`src/design/ukrtr_pkg.sv`:
```
// Package for the Ukrainian UTF-8 romanizer: byte codes, letter table and lookup.
// No dependencies; used by ukrainian_utf8_transliterator_core.
package ukrtr_pkg;

    localparam logic [7:0] BYTE_APOS  = 8'h27;
    localparam logic [7:0] LEAD_D0    = 8'hD0;
    localparam logic [7:0] LEAD_D1    = 8'hD1;
    localparam logic [7:0] LEAD_D2    = 8'hD2;
    localparam logic [7:0] LEAD_E2    = 8'hE2;
    localparam logic [7:0] CONT_80    = 8'h80;
    localparam logic [7:0] CONT_99    = 8'h99;
    localparam logic [31:0] UA_MASK   = 32'hD3FF_FFFF;

    localparam int MAX_OUT = 4;

    localparam logic CMD_DATA  = 1'b0;
    localparam logic CMD_FLUSH = 1'b1;

    // hit: the pair is a letter; len 0 means the letter is deleted.
    // str holds the ASCII text right aligned, first character highest.
    typedef struct packed {
        logic        hit;
        logic [2:0]  len;
        logic [31:0] str;
    } t_lkp;

    function automatic t_lkp mk(input logic [2:0] n, input logic [31:0] s);
        t_lkp r;
        r.hit = 1'b1;
        r.len = n;
        r.str = s;
        return r;
    endfunction

    function automatic logic is_lead(input logic [7:0] b);
        return (b == LEAD_D0) || (b == LEAD_D1) || (b == LEAD_D2) || (b == LEAD_E2);
    endfunction

    // Letter text for offset k from U+0410 (upper) or U+0430 (lower).
    function automatic t_lkp tab(input logic [4:0] k, input logic lower);
        t_lkp r;
        r = '0;
        case (k)
            5'd0:  r = mk(3'd1, "A");
            5'd1:  r = mk(3'd1, "B");
            5'd2:  r = mk(3'd1, "V");
            5'd3:  r = mk(3'd1, "H");
            5'd4:  r = mk(3'd1, "D");
            5'd5:  r = mk(3'd1, "E");
            5'd6:  r = mk(3'd2, "Zh");
            5'd7:  r = mk(3'd1, "Z");
            5'd8:  r = mk(3'd1, "Y");
            5'd9:  r = mk(3'd1, "Y");
            5'd10: r = mk(3'd1, "K");
            5'd11: r = mk(3'd1, "L");
            5'd12: r = mk(3'd1, "M");
            5'd13: r = mk(3'd1, "N");
            5'd14: r = mk(3'd1, "O");
            5'd15: r = mk(3'd1, "P");
            5'd16: r = mk(3'd1, "R");
            5'd17: r = mk(3'd1, "S");
            5'd18: r = mk(3'd1, "T");
            5'd19: r = mk(3'd1, "U");
            5'd20: r = mk(3'd1, "F");
            5'd21: r = mk(3'd2, "Kh");
            5'd22: r = mk(3'd2, "Ts");
            5'd23: r = mk(3'd2, "Ch");
            5'd24: r = mk(3'd2, "Sh");
            5'd25: r = mk(3'd4, "Shch");
            5'd30: r = mk(3'd2, "Yu");
            5'd31: r = mk(3'd2, "Ya");
            default: r = mk(3'd0, 32'h0);
        endcase
        if (lower) begin
            if (k == 5'd9) begin
                r = mk(3'd1, "i");
            end else if (k == 5'd30) begin
                r = mk(3'd2, "iu");
            end else if (k == 5'd31) begin
                r = mk(3'd2, "ia");
            end else if (r.len != 3'd0) begin
                // first character only goes to lower case
                r.str = r.str | (32'h20 << (8 * (int'(r.len) - 1)));
            end
        end
        return r;
    endfunction

    function automatic t_lkp ua_lookup(input logic [7:0] lead, input logic [7:0] b);
        t_lkp       r;
        logic [7:0] off;
        logic [4:0] k;
        logic       lower;
        logic       rng;
        r     = '0;
        off   = 8'(b - 8'h90);
        k     = '0;
        lower = 1'b0;
        rng   = 1'b0;
        if (lead == LEAD_D0) begin
            if (b >= 8'h90 && b <= 8'hAF) begin
                k   = off[4:0];
                rng = 1'b1;
            end else if (b >= 8'hB0 && b <= 8'hBF) begin
                k     = {1'b0, b[3:0]};
                lower = 1'b1;
                rng   = 1'b1;
            end else if (b == 8'h84) begin
                r = mk(3'd2, "Ye");
            end else if (b == 8'h86) begin
                r = mk(3'd1, "I");
            end else if (b == 8'h87) begin
                r = mk(3'd2, "Yi");
            end
        end else if (lead == LEAD_D1) begin
            if (b >= 8'h80 && b <= 8'h8F) begin
                k     = {1'b1, b[3:0]};
                lower = 1'b1;
                rng   = 1'b1;
            end else if (b == 8'h94) begin
                r = mk(3'd2, "ie");
            end else if (b == 8'h96 || b == 8'h97) begin
                r = mk(3'd1, "i");
            end
        end else if (lead == LEAD_D2) begin
            if (b == 8'h90) begin
                r = mk(3'd1, "G");
            end else if (b == 8'h91) begin
                r = mk(3'd1, "g");
            end
        end
        if (rng && UA_MASK[k]) begin
            r = tab(k, lower);
        end
        return r;
    endfunction

endpackage

```
`src/design/ukrainian_utf8_transliterator_core.sv`:
```
// Ukrainian UTF-8 romanizer: byte stream in, ASCII/passed bytes out.
// Depends on ukrtr_pkg (byte codes, letter table, lookup function).
//
// Usage:
//   Input stream (s side): tdata carries one UTF-8 byte, tuser is the command
//   (0 = data byte, 1 = end of text: release held lead bytes unchanged).
//   Output stream (m side): tdata is one result byte, tlast marks the last
//   byte caused by one input transaction. An input that is deleted or only
//   held produces no output transaction.
//   The result is registered and appears in the cycle after the input transaction.
//   Throughput: one input per cycle while each input yields at most one byte
//   and the receiver takes each byte; an input yielding N bytes (up to 4, for
//   the Shch letter) holds the single output job register until all are taken.
//   The hold state (count plus a two-entry lead-byte store) is read and
//   written back in the accepting cycle, so consecutive bytes need no stall.
//   Reset clears the hold count and the output job; nothing is held.
//   When the receiver stalls, the current result byte stays on the port and
//   o_s_tready stays low until the last byte of the job is taken.
module ukrainian_utf8_transliterator_core (
    input  logic       i_clk,
    input  logic       i_rst_n,
    input  logic       i_s_tvalid,
    output logic       o_s_tready,
    input  logic [7:0] i_s_tdata,   // [7:0] in_byte
    input  logic       i_s_tuser,   // [0] cmd
    output logic       o_m_tvalid,
    input  logic       i_m_tready,
    output logic [7:0] o_m_tdata,   // [7:0] out_byte
    output logic       o_m_tlast
);
    import ukrtr_pkg::*;

    // hold state
    logic [1:0] r_held_cnt, n_held_cnt;
    logic [7:0] r_held [2];
    logic       wr0_en, wr1_en;

    // output job
    logic [7:0] r_job [MAX_OUT];
    logic [2:0] r_rem;
    logic [1:0] r_idx;

    logic [7:0] em [MAX_OUT];
    logic [2:0] em_n;
    logic       s_acc, m_acc;

    assign o_m_tvalid = (r_rem != 3'd0);
    assign o_m_tlast  = (r_rem == 3'd1);
    assign o_m_tdata  = r_job[r_idx];
    assign m_acc      = o_m_tvalid && i_m_tready;
    assign o_s_tready = (r_rem == 3'd0) || (r_rem == 3'd1 && i_m_tready);
    assign s_acc      = i_s_tvalid && o_s_tready;

    always_comb begin
        t_lkp lk;
        logic fresh;
        logic [7:0] b;
        b          = i_s_tdata;
        lk         = ua_lookup(r_held[0], b);
        fresh      = 1'b0;
        em_n       = 3'd0;
        wr0_en     = 1'b0;
        wr1_en     = 1'b0;
        n_held_cnt = 2'd0;
        for (int i = 0; i < MAX_OUT; i++) begin
            em[i] = 8'h00;
        end
        if (i_s_tuser == CMD_FLUSH) begin
            if (r_held_cnt != 2'd0) begin
                em[0] = r_held[0];
                em_n  = 3'd1;
            end
            if (r_held_cnt[1]) begin
                em[1] = r_held[1];
                em_n  = 3'd2;
            end
        end else if (r_held_cnt == 2'd0) begin
            fresh = 1'b1;
        end else if (r_held_cnt == 2'd1) begin
            if (r_held[0] == LEAD_E2) begin
                if (b == CONT_80) begin
                    wr1_en     = 1'b1;
                    n_held_cnt = 2'd2;
                end else begin
                    em[0] = r_held[0];
                    em_n  = 3'd1;
                    fresh = 1'b1;
                end
            end else if (lk.hit) begin
                for (int i = 0; i < MAX_OUT; i++) begin
                    if (i < int'(lk.len)) begin
                        em[i] = 8'(lk.str >> (8 * (int'(lk.len) - 1 - i)));
                    end
                end
                em_n = lk.len;
            end else begin
                em[0] = r_held[0];
                em_n  = 3'd1;
                fresh = 1'b1;
            end
        end else begin
            // two held (E2 80): only 99 completes the deleted right quote
            if (b != CONT_99) begin
                em[0] = r_held[0];
                em[1] = r_held[1];
                em_n  = 3'd2;
                fresh = 1'b1;
            end
        end
        if (fresh) begin
            if (is_lead(b)) begin
                wr0_en     = 1'b1;
                n_held_cnt = 2'd1;
            end else if (b != BYTE_APOS) begin
                em[em_n[1:0]] = b;
                em_n          = 3'(em_n + 3'd1);
            end
        end
    end

    always_ff @(posedge i_clk) begin
        if (!i_rst_n) begin
            r_held_cnt <= 2'd0;
            r_rem      <= 3'd0;
            r_idx      <= 2'd0;
        end else begin
            if (s_acc) begin
                r_held_cnt <= n_held_cnt;
            end
            if (s_acc && em_n != 3'd0) begin
                r_rem <= em_n;
                r_idx <= 2'd0;
            end else if (m_acc) begin
                r_rem <= 3'(r_rem - 3'd1);
                r_idx <= 2'(r_idx + 2'd1);
            end
        end
    end

    // lead-byte store and job bytes, no reset needed
    always_ff @(posedge i_clk) begin
        if (s_acc && wr0_en) begin
            r_held[0] <= i_s_tdata;
        end
        if (s_acc && wr1_en) begin
            r_held[1] <= i_s_tdata;
        end
        if (s_acc && em_n != 3'd0) begin
            for (int i = 0; i < MAX_OUT; i++) begin
                r_job[i] <= em[i];
            end
        end
    end

    a_cnt_max: assert property (@(posedge i_clk) disable iff (!i_rst_n)
        r_held_cnt != 2'd3)
        else $error("hold count out of range");

    a_rem_max: assert property (@(posedge i_clk) disable iff (!i_rst_n)
        r_rem <= 3'd4 && (32'(r_idx) + 32'(r_rem)) <= 32'd4)
        else $error("job index/remaining out of range");

    a_no_accept_busy: assert property (@(posedge i_clk) disable iff (!i_rst_n)
        (r_rem > 3'd1) |-> !o_s_tready)
        else $error("input accepted while job has more than one byte left");

    a_job_drains: assert property (@(posedge i_clk) disable iff (!i_rst_n)
        (m_acc && !s_acc && r_rem > 3'd1) |=> (r_rem == $past(r_rem) - 3'd1))
        else $error("job count did not step down on output transaction");

endmodule
```
`config.mk`:
```
export PLATFORM = sky130hd
export DESIGN_NAME = ukrainian_utf8_transliterator_core
export DESIGN_NICKNAME = d
export VERILOG_FILES = /design/src/design/ukrtr_pkg.sv /design/src/design/ukrainian_utf8_transliterator_core.sv
export SDC_FILE = /design/constraint.sdc
export NUM_CORES = 1
export LEC_CHECK = 0
export BUFFER_PORTS_ARGS = -buffer_cell sky130_fd_sc_hd__buf_2
export CAP_MARGIN = 20
export CORE_MARGIN = 2
export CORE_UTILIZATION = 26
export DETAILED_ROUTE_END_ITERATION = 10
export PLACE_DENSITY_LB_ADDON = 0.05
export SETUP_SLACK_MARGIN = 0.5
export SLEW_MARGIN = 20
export SYNTH_ARGS = -nofsm -noshare
export SYNTH_HDL_FRONTEND = slang
export SYNTH_SLANG_ARGS = --single-unit
```
`constraint.sdc`:
```
create_clock -name i_clk -period 8.53 [get_ports i_clk]
set_input_delay 1.706 -clock i_clk [delete_from_list [all_inputs] [get_ports i_clk]]
set_output_delay 1.706 -clock i_clk [all_outputs]
set_load 0.01 [all_outputs]
```
==> impl_metrics.yaml, run 1 <==
route:
  vias: 4742
  drtIter0Drc: 449
  antenna_left: 0
  dr.pass1.iters: 5
  post_drt_via_cell_ratio: 5.652
  totalWireLength_um: 19440
  wl_per_cell_um: 23.17
  drc: 0
clocking:
  clkLatencyLatePin_ns: 0.33
  root_buffer: "clkbuf_16"
  cts_buffer_depth: 2
  htreeDepth: 3
  cts_tree: "done"
  cts_sinks: 57
  path_clk_slew_ns: 0.05
  cts-buffers-inserted: 9
sta:
  hold_slack_ns: 0.5624
  tightestPinTransition_ns: 0.9848
  finalMaxSlewViolations: 0
  slew_headroom_pct: 33.74
  rsz0062_at_grt: "false"
  finalHoldViolCount: 0
  setup_slack_ns: 1.033
  skew_ns: 0.009519
  fin_crit_ns: 7.497
  max_freq_mhz: 133.4
  fin_crit_sh_pct: 87.89
  fin_tns_setup_ns: 0
  setup-violations-final: 0
setup_path:
  worstSetupPathType: "in2reg"
  critPathSlowestCell: "or4b_4"
  r2r-start: "r_held[0][3]"
  cp_top_family: "simple AND/OR/NAND/NOR gates"
  worstPathCellList: "buf_2, or4b_4, nor3_2, nand2_1, nor2_1, inv_1, ha_1, and2_1, o221ai_1, nand4_1, and3_1, nor2_2, inv_1, ha_1, ha_1, ha_1, or4_1, nor3_1, a21oi_1, o21ai_0"
  path_buf_inv: 3
  cp.arrival_ns: 7.64
  crit_start: "i_s_tdata[6]"
  worst_setup_path_end_kind: "flip-flop"
  cpMostUsedCell: "ha_1"
  worst_setup_path_start_kind: "input port"
  cp_data_required_time_ns: 8.67
  cp_slowest_stage_delay_ns: 0.59
  worst-path-max-fanout: 13
die:
  core_area_um2: 18890
  dieHeight_um: 143.3
  ios: 24
  start_util_pct: 26.72
  die-area_um2: 20540
  die-width_um: 143.3
  rows: 50
synthesis:
  synth-adder-area-share_pct: 6.693
  synth_enable_flop_cells: 48
  synth-compound-area-share_pct: 24.12
  synthArstFlopShare_pct: 0
  ys_seq_area_share_pct: 32.13
  syn_nets: 606
  synth_area_um2: 5047
  synth_area_per_cell_um2: 8.918
  synth.area.mux_share_pct: 6.024
  synthDistinctLibCells: 91
  synthCells: 566
  synth_top_family_by_area: "compound AO/OA/AOI/OAI gates"
  synth_warnings: 0
  synth_flop_cell: "edfxtp_1"
  ys_ff_latch: 57
  yosys.area_share.simple_pct: 23.82
  synth-xor-area-share_pct: 1.909
run:
  max_cap_violations: 0
grt:
  grt_pass1_vias: 4722
  grt_max_degree: 36
  antenna_found_initial: 0
  grt-ovfl-total: 0
  grt_pass1_wl_um: 29420
  track_usage_pct: 19.37
final_layout:
  drive_gt1_share_pct: 14.68
  nets: 614
  insertedDiodeCount: 0
  layout_commonest_cell: "edfxtp_1"
  fin_util_pct: 30.21
  area.growth.synth_to_final_pct: 13.09
  layout_common_cells: "edfxtp_1, nand2_1, nor2_1, a21oi_1"
hold_path:
  hp-class: "reg2reg"
  hold_path.startpoint: "r_idx[1]"
power_and_ir_drop:
  leakage_nw: 1.970
  total_power_w: 0.0008987
  ir_drop_v: 0.00008096
  p_per_area_nw_per_um2: 157.5
run_status:
  status: "finished clean"
place:
  io_buffers: 23
  pre_cts_ws_ns: 0.6923
  place_hpwl_um: 15160
  routabilityCongestion: 0.8884
[power by group]
group          total (W)  internal [W]  switching (W)
clock           0.000342      0.000224       0.000119
sequential      0.000363      0.000340      0.0000224
combinational   0.000194     0.0000813       0.000112
[layer usage]
layer,GRT usage (%),routed length (µm),vias to the layer above
met5,0,0,-
met4,6.192,507,0
met3,3.232,904,32
met2,32.59,9346,189
met1,25.42,8683,2316
li1,-,-,2205
[per-stage QoR]
| stage | area, µm² | instances |
|---|---|---|
| finish | 5708 | 839 |
| global route | 5708 | 839 |
| CTS | 5699 | 839 |
| detailed placement | 5419 | 823 |
| global placement | 5419 | 823 |
| floorplan | 5047 | 566 |
[Yosys cell counts (4+ instances only)]
cell,count,share of area (%)
edfxtp_1,48,29
nand2_1,44,3.3
nor2_1,40,3.0
a21oi_1,31,3.1
ha_1,27,6.7
o21ai_0,27,2.7
nand3_1,23,2.3
inv_1,22,1.6
clkbuf_1,18,1.3
nor3_1,17,1.7
buf_2,14,1.4
nand2b_1,13,1.6
a31oi_1,10,1.2
and3_1,10,1.2
dfxtp_1,9,3.6
mux2i_1,9,1.8
mux4_2,8,3.6
nand4_1,8,0.99
nor2b_1,8,0.99
nor4_1,8,0.99
a22oi_1,7,1.0
and2_1,7,0.87
o31ai_1,7,1.0
o211ai_1,6,0.89
o21a_1,6,0.89
o221ai_1,6,1.0
o22ai_1,6,0.74
o32ai_1,6,1.0
xor2_1,6,1.0
buf_1,5,0.37
xnor2_1,5,0.87
a211oi_1,4,0.59
a22o_1,4,0.69
nand3b_1,4,0.59
o21ai_1,4,0.40
[path summary, 6_finish.rpt]
path / end / slack [ns] / cells after the start
max reg2reg: r_job[2][1] / 2.04 / 19
min: r_idx[1] / 0.56 / 2
max: r_job[2][1] / 1.03 / 20
min reg2reg: r_idx[1] / 0.56 / 2
[final cells by class]
class	count	area [µm²]
clock buffer	12	236.5
multi-input combinational	445	3176
inverter	26	100.1
fill	2054	13190
tap	260	325.3
timing repair buffer	35	205.2
clock inverter	4	43.79
sequential	57	1622
[logic make-up (layout without fill, tap and decap cells)]
family / count (synthesis) / after routing
and+or+nand+nor: 217 / 217
AOI/OAI and AO/OA: 171 / 171
buffers and inverters: 64 / 77
DFF: 57 / 57
adders and majority gates: 27 / 27
muxes: 19 / 19
xor gates and xnor gates: 11 / 11
[sequential cells by signal (all words and copies together) (netlist names), named ones only]
name        count
r_rem           3
r_idx           2
r_held_cnt      2
r_job          32
r_held         16
[what timing repair did]
action / 4_1_cts / 5_1_grt
setup buffers: 0 / 0
resized for setup: 0 / 1
endpoints found under the setup margin: 0 / 9
hold buffers: 0 / 0
[worst reg2reg max path, cell delays in order (launching register included)]
cell and delay, ns:
edfxtp_1 0.56, or4b_4 0.61, nor3_2 0.39, nand2_1 0.28
nor2_1 0.34, inv_1 0.17, ha_1 0.29, and2_1 0.19
o221ai_1 0.25, nand4_1 0.36, and3_1 0.36, nor2_2 0.21
inv_1 0.14, ha_1 0.20, ha_1 0.52, ha_1 0.30
or4_1 0.52, nor3_1 0.43, a21oi_1 0.07, o21ai_0 0.13
(Power assumes the default switching activity.)
==> run 2, diff against run 1 <==
==> constraint.sdc (replaced) <==
create_clock -name i_clk -period 6.8 [get_ports i_clk]
set_input_delay 1.36 -clock i_clk [delete_from_list [all_inputs] [get_ports i_clk]]
set_output_delay 1.36 -clock i_clk [all_outputs]
set_load 0.01 [all_outputs]
==> run 2 against run 1 <==
Flip-flop and latch count is the same; final area grew 4.6%; non-clock buffer count grew 22; clock skew is essentially flat; global-route usage grew 0.82 points; critical path depth grew 1; total power grew 34%; critical endpoint is now r_job[0][6]; largest cell class unchanged; highest routed layer unchanged.
==> impl_metrics.yaml, run 2 (same netlist as run 1, synthesis figures left out) <==
setup_path:
  worst-path-max-fanout: 11
  worstSetupPathType: "in2reg"
  cp_data_required_time_ns: 6.93
  worst_setup_path_start_kind: "input port"
  cp.arrival_ns: 6.16
  worst_setup_path_end_kind: "flip-flop"
sta:
  fin_crit_sh_pct: 88.78
  finalMaxSlewViolations: 0
  setup-violations-final: 0
  tightestPinTransition_ns: 0.9139
  rsz0062_at_grt: "false"
  skew_ns: 0.009401
  setup_slack_ns: 0.7631
  hold_slack_ns: 0.5692
  slew_headroom_pct: 38.60
  max_freq_mhz: 165.6
  fin_crit_ns: 6.037
  fin_tns_setup_ns: 0
  finalHoldViolCount: 0
final_layout:
  multi_input_area_um2: 3198
  layout_commonest_cell: "edfxtp_1"
  drive_gt1_share_pct: 18.97
  largest_register_ffs: 32
  insertedDiodeCount: 0
  ff_latch_area_um2: 1622
  nets: 636
  n_fill_cell: 2040
  area.growth.synth_to_final_pct: 18.27
  layout_common_cells: "edfxtp_1, nand2_1, nor2_1, buf_4, a21oi_1"
  reg_top3: "r_job (32), r_held (16), r_rem (3)"
  top_register: "r_job"
  fin_util_pct: 31.60
clocking:
  cts-buffers-inserted: 9
  postCtsHoldBufs: 0
  path_clk_slew_ns: 0.05
  clkLatencyLatePin_ns: 0.33
  cts_tree: "done"
  cts_sinks: 57
  htreeDepth: 3
  cts_buffer_depth: 2
  root_buffer: "clkbuf_16"
route:
  post_drt_via_cell_ratio: 5.589
  wl_per_cell_um: 23.34
  vias: 4812
  totalWireLength_um: 20090
  dr.pass1.iters: 5
  drtIter0Drc: 425
  antenna_left: 0
  drc: 0
power_and_ir_drop:
  leakage_nw: 2.108
  p_per_area_nw_per_um2: 202.0
  ir_drop_v: 0.00008950
die:
  start_util_pct: 26.72
  die-area_um2: 20540
  dieHeight_um: 143.3
  core_area_um2: 18890
  die-width_um: 143.3
  ios: 24
  rows: 50
grt:
  grt_pass1_wl_um: 30770
  antenna_found_initial: 0
  grt_pass1_vias: 4893
  track_usage_pct: 20.19
  grt_max_degree: 33
  grt-ovfl-total: 0
place:
  io_buffers: 23
  pre_cts_ws_ns: 0.3255
  place_hpwl_um: 15460
  routabilityCongestion: 0.9417
hold_path:
  hp-class: "reg2reg"
run:
  max_cap_violations: 0
run_status:
  status: "finished clean"
-- run 2: final timing paths --
path | cells past startpoint | to | slack [ns] | start
max | 21 | r_job[0][6] | 0.76 | i_s_tdata[6]
min | 2 | r_idx[1] | 0.57 | r_idx[1]
max reg2reg | 20 | r_job[0][6] | 1.28 | r_held[0][3]
min reg2reg | 2 | r_idx[1] | 0.57 | r_idx[1]
-- run 2: power breakdown --
group	internal [W]	total [W]	leakage, nW	switching (W)
sequential	0.000427	0.000455	0.520	0.0000286
clock	0.000337	0.000496	0.166	0.000159
combinational	0.000110	0.000255	1.42	0.000144
-- run 2: layout make-up --
cell class              count  share of cell area, %
inverters                  26                  1.677
flip-flops and latches     57                  27.16
repair buffers             57                  6.539
multi-input cells         445                  53.57
clock buffers              13                  4.905
clock inverters             3                 0.6917
well taps                 260                  5.450
-- run 2: routing by layer --
metal | routed length, µm | track usage (%) | share of wire [%] | vias up
met5 | 0 | 0 | 0 | -
met2 | 9639 | 33.27 | 48 | 170
li1 | - | - | - | 2239
met3 | 852 | 3.166 | 4.2 | 33
met1 | 9106 | 27.03 | 45 | 2370
met4 | 495 | 6.811 | 2.5 | 0
-- run 2: metrics by stage --
step / instances / instance area [µm²] / total power [W]
5_1_grt: 861 / 5969 / 0.001273
3_3_place_gp: 842 / 5562 / 0.0007148
2_1_floorplan: 566 / 5056 / 0.0006243
4_1_cts: 859 / 5923 / 0.001222
6_report: 861 / 5969 / 0.001206
3_5_place_dp: 843 / 5589 / 0.0007206
-- run 2: timing repair --
item / 4_1_cts / 5_1_grt
buffers inserted: 0 / 2
endpoints found under the setup margin: 0 / 15
hold endpoints to repair: 0 / 0
gates resized for setup: 0 / 6
-- run 2: worst max-delay path: stages --
cell       delay, ns
buf_2           0.11
or4b_4          0.56
nor3_2          0.18
nand2_1         0.10
nor2_1          0.16
buf_4           0.17
ha_2            0.26
nand3_1         0.14
nor4_4          0.42
o2111ai_2       0.20
and3_2          0.27
nor2_4          0.14
inv_1           0.13
ha_1            0.21
ha_1            0.29
buf_4           0.18
inv_1           0.07
nor3_1          0.30
o211ai_2        0.19
or4_1           0.45
o21ai_1         0.29
